<file path="src/gled_pkg.sv">
`timescale 1ns / 1ps

package gled_pkg;

	// defaults for the top level parameters
	localparam int DEF_MAX_COLS     = 64;
	localparam int DEF_MAX_ROWS     = 64;
	localparam int DEF_SAMPLE_WIDTH = 16;

	// register port
	localparam int PADDR_W = 3;
	localparam int PDATA_W = 32;
	localparam int REG_IDX_LSB = 2;
	localparam logic REG_FRAME_COLS = 1'b0;
	localparam logic REG_FRAME_ROWS = 1'b1;

	// peak count saturates at all ones
	localparam int PEAK_W = 12;
	localparam logic [PEAK_W-1:0] PEAK_LIMIT = '1;

	// entries of the queue between front and back
	localparam int QUEUE_DEPTH = 4;

	// classification handed from front to back
	typedef struct packed {
		logic has_result; // interior cell, a result goes out
		logic peak;
		logic valley;
		logic frame_end;  // last interior cell of the frame
		logic clear;      // last sample of the frame: restart the peak count
	} cls_t;

endpackage

</file>
<file path="src/gled_ram.sv">
`timescale 1ns / 1ps

module gled_ram #(
	parameter int WIDTH = 32,
	parameter int DEPTH = 64
) (
	input  logic                     clk,
	input  logic                     we,
	input  logic [$clog2(DEPTH)-1:0] waddr,
	input  logic [WIDTH-1:0]         wdata,
	input  logic                     re,
	input  logic [$clog2(DEPTH)-1:0] raddr,
	output logic [WIDTH-1:0]         rdata
);

	logic [WIDTH-1:0] mem_q [DEPTH];
	logic [WIDTH-1:0] rdata_q;

	always_ff @(posedge clk) begin
		if (we) begin
			mem_q[waddr] <= wdata;
		end
		if (re) begin
			rdata_q <= mem_q[raddr];
		end
	end

	assign rdata = rdata_q;

endmodule

</file>
<file path="src/gled_front.sv">
`timescale 1ns / 1ps

module gled_front #(
	parameter int MAX_COLS     = gled_pkg::DEF_MAX_COLS,
	parameter int MAX_ROWS     = gled_pkg::DEF_MAX_ROWS,
	parameter int SAMPLE_WIDTH = gled_pkg::DEF_SAMPLE_WIDTH
) (
	input  logic                              clk,
	input  logic                              arst_n,
	input  logic [$clog2(MAX_COLS+1)-1:0]     frame_cols,
	input  logic [$clog2(MAX_ROWS+1)-1:0]     frame_rows,
	input  logic                              push,
	input  logic signed [SAMPLE_WIDTH-1:0]    elevation,
	output logic                              full,
	input  logic                              q_full,
	output logic                              q_push,
	output gled_pkg::cls_t                    q_flags,
	output logic [$clog2(MAX_ROWS)-1:0]       q_row,
	output logic [$clog2(MAX_COLS)-1:0]       q_col
);

	localparam int CW  = $clog2(MAX_COLS);
	localparam int RW  = $clog2(MAX_ROWS);
	localparam int CSW = $clog2(MAX_COLS+1);
	localparam int RSW = $clog2(MAX_ROWS+1);
	localparam int SW  = SAMPLE_WIDTH;

	// sizes in use, saturated to 3..MAX
	logic [CSW-1:0] cols_used;
	logic [RSW-1:0] rows_used;

	always_comb begin
		if (frame_cols < CSW'(3)) begin
			cols_used = CSW'(3);
		end else if (frame_cols > CSW'(MAX_COLS)) begin
			cols_used = CSW'(MAX_COLS);
		end else begin
			cols_used = frame_cols;
		end
		if (frame_rows < RSW'(3)) begin
			rows_used = RSW'(3);
		end else if (frame_rows > RSW'(MAX_ROWS)) begin
			rows_used = RSW'(MAX_ROWS);
		end else begin
			rows_used = frame_rows;
		end
	end

	// raster position of the next sample
	logic [CW-1:0]  col_q;
	logic [RW-1:0]  row_q;
	logic [CSW-1:0] c_x, c_nx;
	logic [RSW-1:0] r_x, r_nx;
	logic           eor, eof, prod, fend;

	assign c_x  = CSW'(col_q);
	assign c_nx = c_x + CSW'(1);
	assign r_x  = RSW'(row_q);
	assign r_nx = r_x + RSW'(1);
	assign eor  = c_nx >= cols_used;
	assign eof  = eor && (r_nx >= rows_used);
	assign prod = (col_q >= CW'(2)) && (row_q >= RW'(2)) &&
	              (c_x < cols_used) && (r_x < rows_used);
	assign fend = (c_nx == cols_used) && (r_nx == rows_used);

	// stage 1: sample waits for its line buffer read
	logic                 valid_s1;
	logic signed [SW-1:0] sample_s1;
	logic [CW-1:0]        col_s1;
	logic [RW-1:0]        row_s1;
	gled_pkg::cls_t       flags_s1;
	logic                 accept, adv, needs_q;

	assign needs_q = flags_s1.has_result || flags_s1.clear;
	assign adv     = valid_s1 && (!needs_q || !q_full);
	assign full    = valid_s1 && !adv;
	assign accept  = push && !full;

	always_ff @(posedge clk or negedge arst_n) begin
		if (!arst_n) begin
			col_q    <= '0;
			row_q    <= '0;
			valid_s1 <= 1'b0;
		end else begin
			if (accept) begin
				if (eof) begin
					col_q <= '0;
					row_q <= '0;
				end else if (eor) begin
					col_q <= '0;
					row_q <= row_q + RW'(1);
				end else begin
					col_q <= col_q + CW'(1);
				end
				valid_s1 <= 1'b1;
			end else if (adv) begin
				valid_s1 <= 1'b0;
			end
		end
	end

	always_ff @(posedge clk) begin
		if (accept) begin
			sample_s1           <= elevation;
			col_s1              <= col_q;
			row_s1              <= row_q;
			flags_s1.has_result <= prod;
			flags_s1.peak       <= 1'b0;
			flags_s1.valley     <= 1'b0;
			flags_s1.frame_end  <= fend;
			flags_s1.clear      <= eof;
		end
	end

	// both line buffers share one word: upper half two rows up, lower half one row up
	logic [2*SW-1:0] rd_word;

	gled_ram #(
		.WIDTH (2*SW),
		.DEPTH (MAX_COLS)
	) u_lines (
		.clk   (clk),
		.we    (adv),
		.waddr (col_s1),
		.wdata ({rd_word[SW-1:0], sample_s1}),
		.re    (accept),
		.raddr (col_q),
		.rdata (rd_word)
	);

	// window: [0]/[1] top row, [2]/[3] middle row, [4]/[5] bottom row; [3] is the center
	logic signed [SW-1:0] win_q [6];
	logic signed [SW-1:0] top_v, mid_v, ctr_v;
	logic                 peak, valley;

	assign top_v = rd_word[2*SW-1:SW];
	assign mid_v = rd_word[SW-1:0];
	assign ctr_v = win_q[3];

	assign peak = (ctr_v >= win_q[0]) && (ctr_v >= win_q[1]) && (ctr_v >= top_v) &&
	              (ctr_v >= win_q[2]) && (ctr_v >= mid_v) &&
	              (ctr_v >= win_q[4]) && (ctr_v >= win_q[5]) && (ctr_v >= sample_s1);
	assign valley = (ctr_v <= win_q[1]) && (ctr_v <= win_q[5]) &&
	                (ctr_v <= win_q[2]) && (ctr_v <= mid_v);

	always_ff @(posedge clk or negedge arst_n) begin
		if (!arst_n) begin
			for (int i = 0; i < 6; i++) begin
				win_q[i] <= '0;
			end
		end else if (adv) begin
			win_q[0] <= win_q[1];
			win_q[1] <= top_v;
			win_q[2] <= win_q[3];
			win_q[3] <= mid_v;
			win_q[4] <= win_q[5];
			win_q[5] <= sample_s1;
		end
	end

	always_comb begin
		q_flags        = flags_s1;
		q_flags.peak   = peak;
		q_flags.valley = valley;
	end

	assign q_push = adv && needs_q;
	assign q_row  = row_s1 - RW'(1);
	assign q_col  = col_s1 - CW'(1);

endmodule

</file>
<file path="src/gled_fifo.sv">
`timescale 1ns / 1ps

module gled_fifo #(
	parameter int WIDTH = 8,
	parameter int DEPTH = gled_pkg::QUEUE_DEPTH
) (
	input  logic             clk,
	input  logic             arst_n,
	input  logic             wr_en,
	input  logic [WIDTH-1:0] wr_data,
	output logic             full,
	input  logic             rd_en,
	output logic [WIDTH-1:0] rd_data,
	output logic             empty
);

	localparam int PW = $clog2(DEPTH);
	localparam int NW = $clog2(DEPTH+1);

	logic [WIDTH-1:0] mem_q [DEPTH];
	logic [PW-1:0]    wptr_q, rptr_q;
	logic [NW-1:0]    cnt_q;
	logic             do_wr, do_rd;

	assign full    = cnt_q == NW'(DEPTH);
	assign empty   = cnt_q == '0;
	assign do_wr   = wr_en && !full;
	assign do_rd   = rd_en && !empty;
	assign rd_data = mem_q[rptr_q];

	always_ff @(posedge clk) begin
		if (do_wr) begin
			mem_q[wptr_q] <= wr_data;
		end
	end

	always_ff @(posedge clk or negedge arst_n) begin
		if (!arst_n) begin
			wptr_q <= '0;
			rptr_q <= '0;
			cnt_q  <= '0;
		end else begin
			if (do_wr) begin
				wptr_q <= (wptr_q == PW'(DEPTH-1)) ? '0 : wptr_q + PW'(1);
			end
			if (do_rd) begin
				rptr_q <= (rptr_q == PW'(DEPTH-1)) ? '0 : rptr_q + PW'(1);
			end
			if (do_wr && !do_rd) begin
				cnt_q <= cnt_q + NW'(1);
			end else if (do_rd && !do_wr) begin
				cnt_q <= cnt_q - NW'(1);
			end
		end
	end

endmodule

</file>
<file path="src/gled_back.sv">
`timescale 1ns / 1ps

module gled_back #(
	parameter int MAX_COLS = gled_pkg::DEF_MAX_COLS,
	parameter int MAX_ROWS = gled_pkg::DEF_MAX_ROWS
) (
	input  logic                           clk,
	input  logic                           arst_n,
	input  logic                           q_empty,
	input  gled_pkg::cls_t                 q_flags,
	input  logic [$clog2(MAX_ROWS)-1:0]    q_row,
	input  logic [$clog2(MAX_COLS)-1:0]    q_col,
	output logic                           q_pop,
	input  logic                           pop,
	output logic                           empty,
	output logic [$clog2(MAX_ROWS)-1:0]    center_row,
	output logic [$clog2(MAX_COLS)-1:0]    center_col,
	output logic                           is_peak,
	output logic                           is_valley,
	output logic [gled_pkg::PEAK_W-1:0]    peak_total,
	output logic                           frame_end
);

	localparam int CW = $clog2(MAX_COLS);
	localparam int RW = $clog2(MAX_ROWS);

	logic                        out_valid_q;
	logic [gled_pkg::PEAK_W-1:0] cnt_q, cnt_new;
	logic                        slot_free, load, inc;

	assign slot_free = !out_valid_q || pop;
	assign q_pop     = !q_empty && (!q_flags.has_result || slot_free);
	assign load      = q_pop && q_flags.has_result;
	assign inc       = load && q_flags.peak && (cnt_q != gled_pkg::PEAK_LIMIT);
	assign cnt_new   = cnt_q + gled_pkg::PEAK_W'(inc);

	always_ff @(posedge clk or negedge arst_n) begin
		if (!arst_n) begin
			out_valid_q <= 1'b0;
			cnt_q       <= '0;
		end else begin
			if (load) begin
				out_valid_q <= 1'b1;
			end else if (pop) begin
				out_valid_q <= 1'b0;
			end
			if (q_pop) begin
				cnt_q <= q_flags.clear ? '0 : cnt_new;
			end
		end
	end

	logic [RW-1:0]               row_q;
	logic [CW-1:0]               col_q;
	logic                        peak_q, valley_q, fend_q;
	logic [gled_pkg::PEAK_W-1:0] total_q;

	always_ff @(posedge clk) begin
		if (load) begin
			row_q    <= q_row;
			col_q    <= q_col;
			peak_q   <= q_flags.peak;
			valley_q <= q_flags.valley;
			fend_q   <= q_flags.frame_end;
			total_q  <= cnt_new;
		end
	end

	assign empty      = !out_valid_q;
	assign center_row = row_q;
	assign center_col = col_q;
	assign is_peak    = peak_q;
	assign is_valley  = valley_q;
	assign peak_total = total_q;
	assign frame_end  = fend_q;

endmodule

</file>
<file path="src/grid_local_extrema_detector.sv">
`timescale 1ns / 1ps

// Local extrema detector over a raster elevation grid (3x3 peaks, 4-neighbor valleys).
// Input channel: one signed sample per transfer (push while full is low),
// raster order, frame_cols samples per row, frame_rows rows per frame.
// Result channel: one result per interior cell, shown while empty is low and
// taken with pop. Border cells give no transfer. A cell's result leaves once
// the sample below and right of it has arrived.
// Path: an accepted sample waits in stage 1 for its line buffer read, then its
// result passes through the queue into the output register on the ports.
// Throughput: one sample per clock while full stays low; the line buffer memory is read
// once and written once per sample on separate ports.
// A four entry queue plus the output register absorb receiver stalls; full
// rises only once all of them are occupied, and nothing is dropped.
// Reset: position and peak count go to zero, sizes to MAX_COLSxMAX_ROWS (64x64 by default),
// the queue and output register empty. Line buffer contents are unknown until two rows fill.
// Registers (APB, byte address 0: frame_cols, 4: frame_rows): the user must write them
// only while the block is idle, which is unchecked; sizes outside 3..MAX are saturated when used.
// peak_total counts peaks of the current frame, saturating at 4095.
module grid_local_extrema_detector #(
	parameter int MAX_COLS     = gled_pkg::DEF_MAX_COLS,
	parameter int MAX_ROWS     = gled_pkg::DEF_MAX_ROWS,
	parameter int SAMPLE_WIDTH = gled_pkg::DEF_SAMPLE_WIDTH
) (
	input  logic                             clk,
	input  logic                             arst_n,
	// register port
	input  logic                             psel,
	input  logic                             penable,
	input  logic                             pwrite,
	input  logic [gled_pkg::PADDR_W-1:0]     paddr,
	input  logic [gled_pkg::PDATA_W-1:0]     pwdata,
	output logic [gled_pkg::PDATA_W-1:0]     prdata,
	output logic                             pready,
	// sample channel
	input  logic                             push,
	input  logic signed [SAMPLE_WIDTH-1:0]   elevation,
	output logic                             full,
	// result channel
	input  logic                             pop,
	output logic                             empty,
	output logic [$clog2(MAX_ROWS)-1:0]      center_row,
	output logic [$clog2(MAX_COLS)-1:0]      center_col,
	output logic                             is_peak,
	output logic                             is_valley,
	output logic [gled_pkg::PEAK_W-1:0]      peak_total,
	output logic                             frame_end
);

	localparam int CW  = $clog2(MAX_COLS);
	localparam int RW  = $clog2(MAX_ROWS);
	localparam int CSW = $clog2(MAX_COLS+1);
	localparam int RSW = $clog2(MAX_ROWS+1);
	localparam int FW  = $bits(gled_pkg::cls_t);
	localparam int QW  = RW + CW + FW;

	// ---------------------------------------------------------------
	// Configuration registers: raw values, read back as written
	// ---------------------------------------------------------------
	logic [CSW-1:0] frame_cols_q;
	logic [RSW-1:0] frame_rows_q;
	logic           cfg_wr;
	logic           reg_idx;

	assign pready  = 1'b1;
	assign cfg_wr  = psel && penable && pwrite && pready;
	assign reg_idx = paddr[gled_pkg::REG_IDX_LSB];

	always_ff @(posedge clk or negedge arst_n) begin
		if (!arst_n) begin
			frame_cols_q <= CSW'(MAX_COLS);
			frame_rows_q <= RSW'(MAX_ROWS);
		end else if (cfg_wr) begin
			unique case (reg_idx)
				gled_pkg::REG_FRAME_COLS: frame_cols_q <= pwdata[CSW-1:0];
				gled_pkg::REG_FRAME_ROWS: frame_rows_q <= pwdata[RSW-1:0];
				default: ;
			endcase
		end
	end

	always_comb begin
		unique case (reg_idx)
			gled_pkg::REG_FRAME_COLS: prdata = gled_pkg::PDATA_W'(frame_cols_q);
			gled_pkg::REG_FRAME_ROWS: prdata = gled_pkg::PDATA_W'(frame_rows_q);
			default:                  prdata = '0;
		endcase
	end

	// ---------------------------------------------------------------
	// Front: position tracking, line buffers, window and compares
	// ---------------------------------------------------------------
	logic           q_full, q_push, q_pop, q_empty;
	gled_pkg::cls_t f_flags, b_flags;
	logic [RW-1:0]  f_row, b_row;
	logic [CW-1:0]  f_col, b_col;
	logic [QW-1:0]  q_rd;

	gled_front #(
		.MAX_COLS     (MAX_COLS),
		.MAX_ROWS     (MAX_ROWS),
		.SAMPLE_WIDTH (SAMPLE_WIDTH)
	) u_front (
		.clk        (clk),
		.arst_n     (arst_n),
		.frame_cols (frame_cols_q),
		.frame_rows (frame_rows_q),
		.push       (push),
		.elevation  (elevation),
		.full       (full),
		.q_full     (q_full),
		.q_push     (q_push),
		.q_flags    (f_flags),
		.q_row      (f_row),
		.q_col      (f_col)
	);

	// ---------------------------------------------------------------
	// Queue between front and back: classified cells and frame restarts
	// ---------------------------------------------------------------
	gled_fifo #(
		.WIDTH (QW),
		.DEPTH (gled_pkg::QUEUE_DEPTH)
	) u_queue (
		.clk     (clk),
		.arst_n  (arst_n),
		.wr_en   (q_push),
		.wr_data ({f_row, f_col, f_flags}),
		.full    (q_full),
		.rd_en   (q_pop),
		.rd_data (q_rd),
		.empty   (q_empty)
	);

	assign b_flags = q_rd[FW-1:0];
	assign b_col   = q_rd[FW+CW-1:FW];
	assign b_row   = q_rd[QW-1:FW+CW];

	// ---------------------------------------------------------------
	// Back: peak count and the result register
	// ---------------------------------------------------------------
	gled_back #(
		.MAX_COLS (MAX_COLS),
		.MAX_ROWS (MAX_ROWS)
	) u_back (
		.clk        (clk),
		.arst_n     (arst_n),
		.q_empty    (q_empty),
		.q_flags    (b_flags),
		.q_row      (b_row),
		.q_col      (b_col),
		.q_pop      (q_pop),
		.pop        (pop),
		.empty      (empty),
		.center_row (center_row),
		.center_col (center_col),
		.is_peak    (is_peak),
		.is_valley  (is_valley),
		.peak_total (peak_total),
		.frame_end  (frame_end)
	);

	// ---------------------------------------------------------------
	// Checks
	// ---------------------------------------------------------------
	// front never pushes into a full queue (its stall must cover this)
	a_no_overflow: assert property (@(posedge clk) disable iff (!arst_n)
		q_push |-> !q_full)
		else $error("queue push while full");

	// back only drains a queue that holds something
	a_no_underflow: assert property (@(posedge clk) disable iff (!arst_n)
		q_pop |-> !q_empty)
		else $error("queue pop while empty");

	// a peak result always carries a nonzero count
	a_peak_counted: assert property (@(posedge clk) disable iff (!arst_n)
		(!empty && is_peak) |-> (peak_total != '0))
		else $error("peak result with zero peak count");

	// a frame end entry always clears the count behind it
	a_end_clears: assert property (@(posedge clk) disable iff (!arst_n)
		(q_pop && b_flags.frame_end) |-> b_flags.clear)
		else $error("frame end without count restart");

endmodule
</file>
<file path="config.mk">
export PLATFORM = sky130hd
export DESIGN_NAME = grid_local_extrema_detector
export DESIGN_NICKNAME = d
export VERILOG_FILES = /design/src/gled_pkg.sv /design/src/gled_ram.sv /design/src/gled_front.sv /design/src/gled_fifo.sv /design/src/gled_back.sv /design/src/grid_local_extrema_detector.sv
export SDC_FILE = /design/constraint.sdc
export NUM_CORES = 2
export LEC_CHECK = 0
export BUFFER_PORTS_ARGS = -buffer_cell sky130_fd_sc_hd__buf_2
export CAP_MARGIN = 40
export CELL_PAD_IN_SITES_DETAIL_PLACEMENT = 0
export CELL_PAD_IN_SITES_GLOBAL_PLACEMENT = 1
export CORE_UTILIZATION = 40
export CTS_CLUSTER_SIZE = 14
export DETAILED_ROUTE_END_ITERATION = 6
export HOLD_SLACK_MARGIN = 0.1
export PLACE_DENSITY_LB_ADDON = 0.1
export SETUP_SLACK_MARGIN = 0.1
export SLEW_MARGIN = 20
export SYNTH_ARGS = -nofsm -noshare
export SYNTH_HDL_FRONTEND = slang
export SYNTH_SLANG_ARGS = --single-unit
</file>
<file path="constraint.sdc">
create_clock -name clk -period 5.8 [get_ports clk]
set_input_delay 1.16 -clock clk [delete_from_list [all_inputs] [get_ports clk]]
set_output_delay 1.16 -clock clk [all_outputs]
set_load 0.01 [all_outputs]
</file>
==> metrics.md <==
| Metric | Value |
|---|---|
| Most frequently used flop master after synthesis | edfxtp_1 |
| Final setup fails | 0 |
| Post-Place Worst Slack | 1.97 ns |
| Final worst slack | 1.96 ns |
| Total die area | 0.235 mm2 |
| CTS tree | done |
| Avg Cell Area, Syn | 20.6 um2 |
| Nets | 5142 |
| Critical Path RT | 6.44 ns |
| Largest net degree at the start of global routing | 88 |
| Post-route minimum period | 3.84 ns |
| Seq cells post-synth | 2349 |
| GRT Total Usage | 0.222 |
| Fmax | 0.261 GHz |
| EDFF count, synth | 2206 |
| Clock-pin slew on the worst setup and hold paths | 0.06 ns |
| Clk root buf | clkbuf_16 |
| Cell Count, Final, Fillers Out | 8138 |
| Num CTS Buffers | 274 |
| Post-DP HPWL | 157000 um |
| Slew margin rel. | 0.406 |
| Clk sinks | 2349 |
| Seq. cell area | 0.0698 mm2 |
| Share of layout cells above drive strength 1 | 0.268 |
| Synth warn | 0 |
| Cell area after synthesis | 0.0933 mm2 |
| Static leakage | 35.3 nW |
| Pwr per Cell Area | 496 mW/mm2 |
| Antenna violations before repair | 36 |
| Sequential share of the synthesized area | 0.749 |
| Via count | 45600 |
| Die W | 485 um |
| Post-CTS Resized | 0 |
| Multi-input gate area | 0.0223 mm2 |
| Area Growth Syn to Fin | 15.6% |
| Critical path arrival | 4.48 ns |
| Total gr overflow | 0 |
| Iteration-0 DRC Markers | 4639 |
| Hold Crit Class | input port to flip-flop |
| Die height | 485 um |
| First-pass GRT wire length | 364000 um |
| Area of the core | 0.231 mm2 |
| Most frequent cells in the layout | 2206 x edfxtp_1, 590 x mux4_2, 279 x clkbuf_16 |
| Pre-Repair DR Iteration Count | 5 |
| Core Rows | 176 |
| CP Class | flip-flop to flip-flop |
| Vias per cell | 5.60 |
| H-tree depth | 5 |
| Commonest non-fill, non-tap cell in the layout | edfxtp_1 |
| Total routed wirelength | 259000 um |
| Clock skew | 0.0600 ns |
| Reg2reg setup slack | 1.96 ns |
| CP max FO | 36 |
| Placed cells | 7650 |
| Routed len/inst | 31.9 um |
| Post-synth cell types | 62 |
| Sum Neg Setup Slack | 0 ns |
| Antenna-violating nets left | 0 |
| I/O Buffers | 66 |
| Status | finished, final reports clean |
| GPL Wtd Cong | 0.762 |
| Starting Density | 0.404 |
| Worst skew pair latency | 0.91 ns |
| Final Max Slew Viols | 0 |
| IR drop worst, VDD | 0.296 mV |
| RSZ-0062 raised after global routing | no |
| Crit path capture type | flip-flop |
| DRC viols | 0 |
| Fill count | 19300 |
| Max cap viols | 0 |
| Worst slew pin tran | 0.882 ns |
| Io pins | 120 |
| Number of global-route vias before repair | 46900 |
| Final cycle utilization of the critical path | 0.661 |
| Final Hold Fails | 0 |
| Synthesized instance count | 4529 |
| Clock buffer depth | 4 |
| Async S/R FF share, synth | 0.0609 |
| Worst setup SP type | flip-flop |
## power breakdown
group	internal, W	leakage, nW	total (W)	switching, W
Clock	0.00913	3.90	0.0157	0.00661
Sequential	0.0210	21.7	0.0219	0.000907
Combinational	0.00621	9.63	0.0159	0.00969
## worst paths after layout
kind | from | to | cells after the start
setup / recovery | u_front.col_q[1] | u_front.q_flags[0] | 11
hold / removal | elevation[2] | u_front.sample_s1[2] | 1
setup reg to reg | u_front.col_q[1] | u_front.q_flags[0] | 11
hold reg to reg | u_front.win_q[16] | u_front.win_q[16] | 2
max in group asynchronous | arst_n | frame_rows_q[6] | 4
min in group asynchronous | arst_n | u_front.win_q[52] | 2
## routing by layer
metal | routed length (um) | GRT usage
met1 | 111000 | 0.309
met2 | 126000 | 0.361
met3 | 15500 | 0.0368
met4 | 6980 | 0.0634
met5 | 49 | 0
## cells in the mapped netlist (5+ instances only)
cell type / n / area, um2
nor4_1: 9 / 56.3
nand2b_1: 10 / 62.6
nand3_1: 21 / 105
mux2_2: 29 / 327
xnor2_1: 13 / 114
mux4_2: 590 / 13300
nor2b_1: 8 / 50.1
o21a_1: 12 / 90.1
inv_1: 154 / 578
buf_1: 33 / 124
a21o_1: 23 / 173
nand4_1: 28 / 175
o31ai_1: 8 / 60.1
or3_1: 7 / 43.8
o22ai_1: 48 / 300
a21oi_1: 84 / 420
nand2_1: 189 / 709
o21ai_0: 179 / 896
buf_6: 5 / 56.3
ha_1: 168 / 2100
clkbuf_1: 102 / 383
a211oi_1: 7 / 52.6
xor2_1: 16 / 140
dfrtp_1: 141 / 3530
nand4b_1: 5 / 43.8
o211ai_1: 7 / 52.6
buf_2: 61 / 305
and2_1: 6 / 37.5
and4_1: 6 / 52.6
buf_4: 37 / 278
mux2i_1: 146 / 1460
nor2_1: 100 / 375
nor3_1: 14 / 70.1
edfxtp_1: 2206 / 66200
## registers in the layout, summed over array words and instances, names as in the netlist, 12 cells and up
| signal | cells |
|---|---|
| u_front.u_lines.mem_q | 2048 |
| u_front.win_q | 80 |
| u_queue.mem_q | 68 |
| u_front.u_lines.rdata | 32 |
| u_front.ctr_v | 16 |
| u_front.sample_s1 | 16 |
| u_back.cnt_q | 12 |
| u_back.peak_total | 12 |
## final cells by class
class,instances,area share
sequential,2349,0.648
multi-input combinational,1811,0.207
clock buffer,350,0.0676
tap,3026,0.0351
timing repair buffer,324,0.0297
clock inverter,110,0.00648
inverter,155,0.00542
antenna,13,0.000302
## cell families (layout without fill, tap and decap cells)
family / after synthesis / after routing / synth area share
AO/OA/AOI/OAI: 403 / 403 / 0.0251
buffers and inverters: 393 / 939 / 0.0185
adder cells (fa/ha/maj): 169 / 169 / 0.0228
flip-flops: 2349 / 2349 / 0.749
AND/OR/NAND/NOR: 419 / 419 / 0.0204
other: 2 / 39 / 0.0000805
multiplexers: 765 / 765 / 0.162
XOR/XNOR: 29 / 29 / 0.00272
## timing repair
| item | 4_1_cts | 5_1_grt |
|---|---|---|
| hold buffers | 0 | 1 |
| buffers inserted | 0 | 0 |
| endpoints found under the hold margin | 0 | 12 |
## per-stage QoR
step                hold WS (ns)  utilization  cell area [um2]  total power, W
floorplan                  0.445            -            93300          0.0315
global placement           0.463        0.427            98500          0.0381
detailed placement         0.467        0.431            99400          0.0384
CTS                        0.309        0.465           107000          0.0542
global route               0.400        0.467           108000          0.0558
finish                     0.456        0.467           108000          0.0535
## worst max-delay path, stage by stage, from the launching register on
cell,delay (ns)
dfrtp_4,0.86
buf_4,0.61
ha_1,0.36
inv_1,0.07
ha_1,0.22
a21boi_0,0.13
o21a_1,0.17
o21ai_0,0.16
a21oi_1,0.11
o21ai_0,0.38
nand2_1,0.22
and2_1,0.22
Power figures use the tool's default switching activity.
